<file path="src/hdl/fcr_pkg.sv">
// Package of the framed command receiver: constants, operation codes, result type.
// No dependencies.
`default_nettype none

package fcr_pkg;

	localparam int FCR_BUFFER_DEPTH   = 256;
	localparam int FCR_TIMEOUT_RELOAD = 200;

	localparam logic [7:0] START_USERS = 8'hF0;
	localparam logic [7:0] START_MSG   = 8'hF1;
	localparam logic [7:0] START_PRIO  = 8'hF2;
	localparam logic [7:0] QUERY_BYTE  = 8'hF3;
	localparam logic [7:0] NACK_BYTE   = 8'hF4;
	localparam logic [7:0] PING_BYTE   = 8'h74;
	localparam logic [7:0] PONG_BYTE   = 8'h54;
	localparam logic [7:0] DIGIT_ZERO  = 8'h30;

	typedef enum logic [1:0] {
		OP_BYTE    = 2'd0,
		OP_CONSUME = 2'd1,
		OP_TICK    = 2'd2,
		OP_READ    = 2'd3
	} op_t;

	// result of one item, less the buffer byte that comes from the registered RAM read
	typedef struct packed {
		logic        tx_valid;
		logic [7:0]  tx_byte;
		logic        message_pending;
		logic [31:0] user_count;
		logic [7:0]  idle_timeout;
		logic        rd_sel;
	} core_res_t;

endpackage

`default_nettype wire

</file>
<file path="src/hdl/fcr_cmd_if.sv">
// Command channel of the framed command receiver: valid/ready plus item fields.
// Depends on nothing.
`default_nettype none

interface fcr_cmd_if;
	logic       valid;
	logic       ready;
	logic [1:0] op;
	logic [7:0] rx_byte;
	logic [7:0] read_index;

	modport source (output valid, op, rx_byte, read_index, input ready);
	modport sink   (input valid, op, rx_byte, read_index, output ready);
endinterface

`default_nettype wire

</file>
<file path="src/hdl/fcr_rsp_if.sv">
// Response channel of the framed command receiver: valid/ready plus result fields.
// Depends on nothing.
`default_nettype none

interface fcr_rsp_if;
	logic        valid;
	logic        ready;
	logic        tx_valid;
	logic [7:0]  tx_byte;
	logic        message_pending;
	logic [31:0] user_count;
	logic [7:0]  idle_timeout;
	logic [7:0]  read_data;

	modport source (output valid, tx_valid, tx_byte, message_pending, user_count,
		idle_timeout, read_data, input ready);
	modport sink   (input valid, tx_valid, tx_byte, message_pending, user_count,
		idle_timeout, read_data, output ready);
endinterface

`default_nettype wire

</file>
<file path="src/hdl/fcr_ram.sv">
// Generic single-write, single-read synchronous RAM with registered, enabled read.
// No dependencies.
`default_nettype none

module fcr_ram #(
	parameter int WIDTH = 8,
	parameter int DEPTH = 256
) (
	input  wire logic                     clk,
	input  wire logic                     we,
	input  wire logic [$clog2(DEPTH)-1:0] waddr,
	input  wire logic [WIDTH-1:0]         wdata,
	input  wire logic                     re,
	input  wire logic [$clog2(DEPTH)-1:0] raddr,
	output logic      [WIDTH-1:0]         rdata
);

	logic [WIDTH-1:0] mem [DEPTH];

	always_ff @(posedge clk) begin
		if (we) begin
			mem[waddr] <= wdata;
		end
		if (re) begin
			rdata <= mem[raddr];
		end
	end

endmodule

`default_nettype wire

</file>
<file path="src/hdl/fcr_core.sv">
// Frame engine: holds the scalar state, decodes each item, drives the frame store write
// and read ports. Depends on fcr_pkg.
`default_nettype none

module fcr_core #(
	parameter int BUFFER_DEPTH   = fcr_pkg::FCR_BUFFER_DEPTH,
	parameter int TIMEOUT_RELOAD = fcr_pkg::FCR_TIMEOUT_RELOAD
) (
	input  wire logic                            clk,
	input  wire logic                            arst_n,
	input  wire logic                            accept,
	input  wire logic [1:0]                      op,
	input  wire logic [7:0]                      rx_byte,
	input  wire logic [7:0]                      read_index,
	output logic                                 mem_we,
	output logic      [$clog2(BUFFER_DEPTH)-1:0] mem_waddr,
	output logic      [7:0]                      mem_wdata,
	output logic                                 mem_re,
	output logic      [$clog2(BUFFER_DEPTH)-1:0] mem_raddr,
	output fcr_pkg::core_res_t                   res
);

	localparam int AW = $clog2(BUFFER_DEPTH);
	localparam int FW = $clog2(BUFFER_DEPTH + 1);

	logic [FW-1:0] fill_q,    fill_n;
	logic          pend_q,    pend_n;
	logic [31:0]   users_q,   users_n;
	logic [31:0]   acc_q,     acc_n;
	logic [7:0]    timeout_q, timeout_n;
	// copies of frame positions 0 and 1 for the completion test
	logic [7:0]    head_q,    head_n;
	logic [7:0]    len_q,     len_n;

	logic       tx_v;
	logic [7:0] tx_b;
	logic       rd_sel;
	logic       is_start;

	assign is_start = (rx_byte == fcr_pkg::START_USERS) || (rx_byte == fcr_pkg::START_MSG)
		|| (rx_byte == fcr_pkg::START_PRIO);

	always_comb begin
		fill_n    = fill_q;
		pend_n    = pend_q;
		users_n   = users_q;
		acc_n     = acc_q;
		timeout_n = timeout_q;
		head_n    = head_q;
		len_n     = len_q;
		tx_v      = 1'b0;
		tx_b      = 8'h00;
		rd_sel    = 1'b0;
		mem_we    = 1'b0;
		mem_waddr = fill_q[AW-1:0];
		unique case (fcr_pkg::op_t'(op))
			fcr_pkg::OP_BYTE: begin
				if (rx_byte == fcr_pkg::PING_BYTE) begin
					tx_v      = 1'b1;
					tx_b      = fcr_pkg::PONG_BYTE;
					timeout_n = 8'(TIMEOUT_RELOAD);
				end else if (rx_byte == fcr_pkg::QUERY_BYTE) begin
					tx_v = 1'b1;
					tx_b = pend_q ? fcr_pkg::NACK_BYTE : fcr_pkg::QUERY_BYTE;
				end else if (!pend_q) begin
					if (is_start) begin
						mem_we    = 1'b1;
						mem_waddr = '0;
						head_n    = rx_byte;
						fill_n    = FW'(1);
						acc_n     = '0;
					end else begin
						if (fill_q < FW'(BUFFER_DEPTH)) begin
							mem_we = 1'b1;
							if (fill_q == FW'(0)) begin
								head_n = rx_byte;
							end
							if (fill_q == FW'(1)) begin
								len_n = rx_byte;
							end
							if (fill_q >= FW'(2)) begin
								acc_n = (acc_q << 3) + (acc_q << 1) + 32'(rx_byte)
									- 32'(fcr_pkg::DIGIT_ZERO);
							end
							fill_n = fill_q + FW'(1);
						end
						if ((fill_n > FW'(1)) && (9'(fill_n) == 9'(len_n) + 9'd2)) begin
							tx_v = 1'b1;
							tx_b = head_n;
							if (head_n == fcr_pkg::START_USERS) begin
								users_n = acc_n;
							end else if ((head_n == fcr_pkg::START_MSG)
								|| (head_n == fcr_pkg::START_PRIO)) begin
								pend_n = 1'b1;
							end
						end
					end
				end
			end
			fcr_pkg::OP_CONSUME: begin
				pend_n = 1'b0;
			end
			fcr_pkg::OP_TICK: begin
				if (timeout_q != 8'd0) begin
					timeout_n = timeout_q - 8'd1;
				end
			end
			fcr_pkg::OP_READ: begin
				rd_sel = ({1'b0, read_index} < 9'(BUFFER_DEPTH));
			end
			default: begin
			end
		endcase
	end

	assign mem_wdata = rx_byte;
	assign mem_re    = accept && rd_sel;
	assign mem_raddr = read_index[AW-1:0];

	always_ff @(posedge clk or negedge arst_n) begin
		if (!arst_n) begin
			fill_q    <= '0;
			pend_q    <= 1'b0;
			users_q   <= '0;
			acc_q     <= '0;
			timeout_q <= '0;
		end else if (accept) begin
			fill_q    <= fill_n;
			pend_q    <= pend_n;
			users_q   <= users_n;
			acc_q     <= acc_n;
			timeout_q <= timeout_n;
		end
	end

	always_ff @(posedge clk) begin
		if (accept) begin
			head_q <= head_n;
			len_q  <= len_n;
		end
	end

	always_comb begin
		res.tx_valid        = tx_v;
		res.tx_byte         = tx_b;
		res.message_pending = pend_n;
		res.user_count      = users_n;
		res.idle_timeout    = timeout_n;
		res.rd_sel          = rd_sel;
	end

endmodule

`default_nettype wire

</file>
<file path="src/hdl/framed_command_receiver.sv">
// Framed command receiver: one item a cycle in, its result out of the output register.
// Each item passes the first stage, then the output register, where the registered store read joins it.
// Throughput: one item per cycle while results are taken; a held result stalls the
// input once the first stage and the output register both hold an item.
// Reset (arst_n, async, active low) clears fill count, pending flag, user count,
// digit accumulator, timeout and pipeline valids; the frame store is not cleared.
`default_nettype none

module framed_command_receiver #(
	parameter int BUFFER_DEPTH   = fcr_pkg::FCR_BUFFER_DEPTH,
	parameter int TIMEOUT_RELOAD = fcr_pkg::FCR_TIMEOUT_RELOAD
) (
	input wire logic  clk,
	input wire logic  arst_n,
	fcr_cmd_if.sink   cmd,
	fcr_rsp_if.source rsp
);

	localparam int AW = $clog2(BUFFER_DEPTH);

	// handshake and pipeline control
	logic cmd_xfer;
	logic s1_move;
	logic valid_s1;
	logic out_valid_q;

	// frame store ports
	logic          mem_we;
	logic [AW-1:0] mem_waddr;
	logic [7:0]    mem_wdata;
	logic          mem_re;
	logic [AW-1:0] mem_raddr;
	logic [7:0]    mem_rdata;

	fcr_pkg::core_res_t core_res;
	fcr_pkg::core_res_t res_s1;
	fcr_pkg::core_res_t out_q;
	logic [7:0]         rdata_q;

	// Advance the first stage when the output register is empty or being drained.
	assign s1_move   = valid_s1 && (!out_valid_q || rsp.ready);
	// Take a new transfer whenever the first stage is empty or moving on.
	assign cmd.ready = !valid_s1 || s1_move;
	assign cmd_xfer  = cmd.valid && cmd.ready;

	// Decode the item and update the scalar state in the accepting cycle;
	// the frame store write lands on the same edge.
	fcr_core #(
		.BUFFER_DEPTH  (BUFFER_DEPTH),
		.TIMEOUT_RELOAD(TIMEOUT_RELOAD)
	) u_core (
		.clk       (clk),
		.arst_n    (arst_n),
		.accept    (cmd_xfer),
		.op        (cmd.op),
		.rx_byte   (cmd.rx_byte),
		.read_index(cmd.read_index),
		.mem_we    (mem_we),
		.mem_waddr (mem_waddr),
		.mem_wdata (mem_wdata),
		.mem_re    (mem_re),
		.mem_raddr (mem_raddr),
		.res       (core_res)
	);

	// Frame store. The read data register holds while the first stage stalls,
	// since a read is only issued on an accepted transfer.
	fcr_ram #(
		.WIDTH(8),
		.DEPTH(BUFFER_DEPTH)
	) u_store (
		.clk  (clk),
		.we   (mem_we && cmd_xfer),
		.waddr(mem_waddr),
		.wdata(mem_wdata),
		.re   (mem_re),
		.raddr(mem_raddr),
		.rdata(mem_rdata)
	);

	// valid bits of the two stages
	always_ff @(posedge clk or negedge arst_n) begin
		if (!arst_n) begin
			valid_s1    <= 1'b0;
			out_valid_q <= 1'b0;
		end else begin
			if (cmd_xfer) begin
				valid_s1 <= 1'b1;
			end else if (s1_move) begin
				valid_s1 <= 1'b0;
			end
			if (s1_move) begin
				out_valid_q <= 1'b1;
			end else if (rsp.ready) begin
				out_valid_q <= 1'b0;
			end
		end
	end

	// payload of the two stages; read data joins at the output register
	always_ff @(posedge clk) begin
		if (cmd_xfer) begin
			res_s1 <= core_res;
		end
		if (s1_move) begin
			out_q   <= res_s1;
			rdata_q <= res_s1.rd_sel ? mem_rdata : 8'h00;
		end
	end

	assign rsp.valid           = out_valid_q;
	assign rsp.tx_valid        = out_q.tx_valid;
	assign rsp.tx_byte         = out_q.tx_byte;
	assign rsp.message_pending = out_q.message_pending;
	assign rsp.user_count      = out_q.user_count;
	assign rsp.idle_timeout    = out_q.idle_timeout;
	assign rsp.read_data       = rdata_q;

endmodule

`default_nettype wire

</file>
<file path="src/flat_wrapper.sv">
// flat-port wrapper written by rule: the top's interface ports become plain ports
module framed_command_receiver_flat 
#(
	parameter int BUFFER_DEPTH   = fcr_pkg::FCR_BUFFER_DEPTH,
	parameter int TIMEOUT_RELOAD = fcr_pkg::FCR_TIMEOUT_RELOAD
)
  (clk, arst_n, cmd_valid, cmd_op, cmd_rx_byte, cmd_read_index, cmd_ready, rsp_valid, rsp_tx_valid, rsp_tx_byte, rsp_message_pending, rsp_user_count, rsp_idle_timeout, rsp_read_data, rsp_ready);
  fcr_cmd_if cmd_i ();
  fcr_rsp_if rsp_i ();
  input wire logic clk;
  input wire logic arst_n;
  input wire logic [$bits(cmd_i.valid)-1:0] cmd_valid;
  input wire logic [$bits(cmd_i.op)-1:0] cmd_op;
  input wire logic [$bits(cmd_i.rx_byte)-1:0] cmd_rx_byte;
  input wire logic [$bits(cmd_i.read_index)-1:0] cmd_read_index;
  output wire logic [$bits(cmd_i.ready)-1:0] cmd_ready;
  output wire logic [$bits(rsp_i.valid)-1:0] rsp_valid;
  output wire logic [$bits(rsp_i.tx_valid)-1:0] rsp_tx_valid;
  output wire logic [$bits(rsp_i.tx_byte)-1:0] rsp_tx_byte;
  output wire logic [$bits(rsp_i.message_pending)-1:0] rsp_message_pending;
  output wire logic [$bits(rsp_i.user_count)-1:0] rsp_user_count;
  output wire logic [$bits(rsp_i.idle_timeout)-1:0] rsp_idle_timeout;
  output wire logic [$bits(rsp_i.read_data)-1:0] rsp_read_data;
  input wire logic [$bits(rsp_i.ready)-1:0] rsp_ready;
  assign cmd_i.valid = cmd_valid;
  assign cmd_i.op = cmd_op;
  assign cmd_i.rx_byte = cmd_rx_byte;
  assign cmd_i.read_index = cmd_read_index;
  assign cmd_ready = cmd_i.ready;
  assign rsp_valid = rsp_i.valid;
  assign rsp_tx_valid = rsp_i.tx_valid;
  assign rsp_tx_byte = rsp_i.tx_byte;
  assign rsp_message_pending = rsp_i.message_pending;
  assign rsp_user_count = rsp_i.user_count;
  assign rsp_idle_timeout = rsp_i.idle_timeout;
  assign rsp_read_data = rsp_i.read_data;
  assign rsp_i.ready = rsp_ready;
  framed_command_receiver #(.BUFFER_DEPTH(BUFFER_DEPTH), .TIMEOUT_RELOAD(TIMEOUT_RELOAD)) u_core (.clk(clk), .arst_n(arst_n), .cmd(cmd_i), .rsp(rsp_i));
endmodule
</file>
<file path="config.mk">
export PLATFORM = sky130hd
export DESIGN_NAME = framed_command_receiver_flat
export DESIGN_NICKNAME = d
export VERILOG_FILES = /design/src/hdl/fcr_pkg.sv /design/src/hdl/fcr_cmd_if.sv /design/src/hdl/fcr_rsp_if.sv /design/src/hdl/fcr_ram.sv /design/src/hdl/fcr_core.sv /design/src/hdl/framed_command_receiver.sv /design/src/flat_wrapper.sv
export SDC_FILE = /design/constraint.sdc
export NUM_CORES = 2
export LEC_CHECK = 0
export ABC_CLOCK_PERIOD_IN_PS = 4600
export BUFFER_PORTS_ARGS = -buffer_cell sky130_fd_sc_hd__buf_2
export CELL_PAD_IN_SITES_DETAIL_PLACEMENT = 1
export CELL_PAD_IN_SITES_GLOBAL_PLACEMENT = 2
export CORE_MARGIN = 2
export CORE_UTILIZATION = 35
export CTS_CLUSTER_SIZE = 28
export DETAILED_ROUTE_END_ITERATION = 8
export GPL_TIMING_DRIVEN = 1
export PLACE_DENSITY = 0.65
export SLEW_MARGIN = 20
export SYNTH_ARGS = -nofsm -noshare
export SYNTH_HDL_FRONTEND = slang
export SYNTH_HIERARCHICAL = 1
export SYNTH_SLANG_ARGS = --single-unit
</file>
<file path="constraint.sdc">
create_clock -name clk -period 4.6 [get_ports clk]
set_input_delay 0.69 -clock clk [delete_from_list [all_inputs] [get_ports clk]]
set_output_delay 0.69 -clock clk [all_outputs]
set_load 0.05 [all_outputs]
</file>
==> metrics.cfg <==
[synth]
yosys_warnings = 6
synth-seq-cells = 2265
ys_top_cells_by_count = edfxtp_1, mux4_2, nor2_1
netlist_top_cells_area = edfxtp_1, mux4_2, dfrtp_1
yosysTopAreaCellShare_pct = 71.3
synth_edf_count = 2181
synth.most_common_cell = edfxtp_1
async_flop_share_pct = 3.71
syn_inst = 4825
yosysUniqueCellTypes = 97
netlist_area_mm2 = 0.0918
yosysSeqAreaShare_pct = 73.6
yosysTopAreaCell = edfxtp_1
synth_nets = 4941
synth_ff_type = edfxtp_1
syn_avg_cell_area_um2 = 19.0

[floorplan]
die_area_mm2 = 0.266
rows = 188
die_w_um = 516
initial_utilization_pct = 35.1
ios = 82
die_h_um = 516
core_mm2 = 0.262

[setup_path]
cp_data_arrival_time_ns = 4.98
startpoint_type = register
worst-endpoint-required_ns = 5.21
path_class = reg2reg
end_kind = register
path_max_fanout = 3

[cells_and_area]
fin_area_mm2 = 0.107
final_net_count = 5522
syn2layout_area_growth_pct = 16.9
drive_gt1_share_pct = 27.7

[cts]
clk_latency_ns = 0.88
htreeDepth = 4
cts_tree = yes
clk_pin_slew_ns = 0.06
clk_path_buf_depth = 3
root_buffer = clkbuf_16
clock-sinks = 2265
cts_buffers = 234

[sta]
max_freq_mhz = 229
drv_slew = 0
skew_ns = 0.0826
rsz0062_at_grt = no
slew_headroom_pct = 23.4
min_period_over_period_pct = 94.9
min_period_ns = 4.37
setup_violations = 0
tightest_slew_ns = 1.15
hold_violations = 0

[routing]
wl_per_cell_um = 28.2
drtIter0Drc = 4819
viasPerCell = 5.34
drtAntennaViolNets = 0
num_vias = 48700
drc_errors = 0
first_pass_iters = 5
wirelength_um = 257000

[power]
powerDensity_mw_per_mm2 = 489
ir_drop_v = 0.000399
total_power_mw = 52.4
power.static_leakage_nw = 35.7

[hold_path]
hp-class = in2reg

[place]
numPortBuffers = 81
gp_congestion = 0.811
place_area_mm2 = 0.0996
hpwl_um = 161000

[global_routing]
grt_pass1_vias = 51000
antenna_found_initial = 9
grt_usage_pct = 19.3
grt_pass1_wl_um = 374000
grt_max_degree = 216
overflow = 0

[job]
drv_cap = 0

[outcome]
status = completed

-- flip-flops by register name, summed over array words and instances, names as in the netlist --
signal	cells
u_core/u_core/timeout_q	8
u_core/u_core/head_q	8
u_core/u_store/mem	2048
u_core/u_core/len_q	8
u_core/rsp.user_count	32
u_core/u_core/pend_q	1
u_core/rsp.tx_valid	1
u_core/u_core/fill_q	9
u_core/rsp.message_pending	1
u_core/res_s1	51
u_core/rsp.idle_timeout	8
u_core/rsp.tx_byte	8
u_core/valid_s1	1
u_core/u_store/rdata	8
u_core/u_core/users_q	32
u_core/rsp.read_data	8
u_core/rsp.valid	1
u_core/u_core/acc_q	32
-- logic make-up after synthesis --
kind of cell | after synthesis | synth area share (%)
flip-flops | 2265 | 73.6
AND/OR/NAND/NOR | 715 | 3.70
adder cells (fa/ha/maj) | 94 | 1.33
XOR/XNOR | 44 | 0.436
buffers and inverters | 410 | 2.45
multiplexers | 668 | 13.7
AO/OA/AOI/OAI | 629 | 4.75
-- power breakdown --
part           switching [mW]  internal (mW)
Sequential              0.189           22.9
Clock                    8.18           10.7
Combinational            6.40           4.02
-- area by class of cell --
type                    instances  area, um2
inverters                     115        432
clock buffers                 288       6100
fillers                     25300     154000
multi-input cells            2150      22100
well taps                    3515       4400
flip-flops and latches       2265      67600
repair buffers                640       5200
clock inverters               147       1510
diodes                          5       12.5
-- layer usage --
metal / global-route usage [%] / wire length (um) / vias to the layer above
met2: 31.2 / 124000 / 1589
met5: 0 / 0 / -
li1: - / - / 20800
met1: 27.5 / 113000 / 26000
met4: 4.77 / 5950 / 0
met3: 2.69 / 15200 / 315
-- placed cells by master, fill, tap and decap left out, types with 52 or more instances in the layout --
master | synthesis | layout
edfxtp_1 | 2181 | 2181
buf_4 | 47 | 519
mux4_2 | 454 | 454
nor2_1 | 322 | 319
clkbuf_16 | 0 | 236
a21oi_1 | 142 | 142
mux2i_1 | 142 | 142
a22oi_1 | 134 | 134
nand2_1 | 126 | 126
inv_1 | 114 | 114
ha_1 | 88 | 88
o21ai_0 | 88 | 86
dfrtp_1 | 84 | 84
buf_2 | 35 | 68
clkinv_2 | 0 | 54
clkbuf_1 | 138 | 52
-- critical path: stages (launching register included) --
cell	delay (ns)
dfrtp_1	0.39
inv_1	0.09
fa_1	0.40
inv_1	0.09
fa_1	0.45
ha_1	0.34
a211oi_1	0.32
o21ai_0	0.21
o211ai_1	0.24
buf_4	0.16
o21ai_0	0.17
o21ai_0	0.47
o31a_1	0.19
o311ai_0	0.11
buf_4	0.18
mux2_1	0.29
-- stage by stage --
| stage | TNS [ns] | std cells | worst slack [ns] | utilization (%) | hold WS, ns |
|---|---|---|---|---|---|
| 5_1_grt | 0 | 9122 | 0.00663 | 41.0 | 0.0344 |
| 3_3_place_gp | -143.75 | 8681 | -0.274 | 38.1 | 0.401 |
| 2_1_floorplan | 0 | 4825 | 0.181 | - | 0.394 |
| 6_report | 0 | 9125 | 0.235 | 41.0 | 0.0739 |
| 4_1_cts | 0 | 9117 | 0.0785 | 41.0 | 0.00226 |
| 3_5_place_dp | -331.25 | 8681 | -0.379 | 38.1 | 0.406 |
-- path summary, 6_finish.rpt --
check	slack, ns	from	depth (start not counted)	endpoint
max reg2reg	0.23	u_core/u_core/acc_q[0]	15	u_core/res_s1[33]
max in group asynchronous	3.15	arst_n	3	u_core/u_core/timeout_q[3]
min in group asynchronous	0.49	arst_n	2	u_core/rsp.valid
max	0.23	u_core/u_core/acc_q[0]	15	u_core/res_s1[33]
min reg2reg	0.42	u_core/res_s1[49]	0	u_core/rsp.tx_byte[7]
min	0.07	cmd_valid	2	u_core/valid_s1
-- what timing repair did --
item,4_1_cts,5_1_grt
endpoints found under the hold margin,59,0
hold buffers,1,0
endpoints found under the setup margin,0,67
resized for setup,0,4
buffers inserted,0,1
Power figures use the tool's default switching activity.
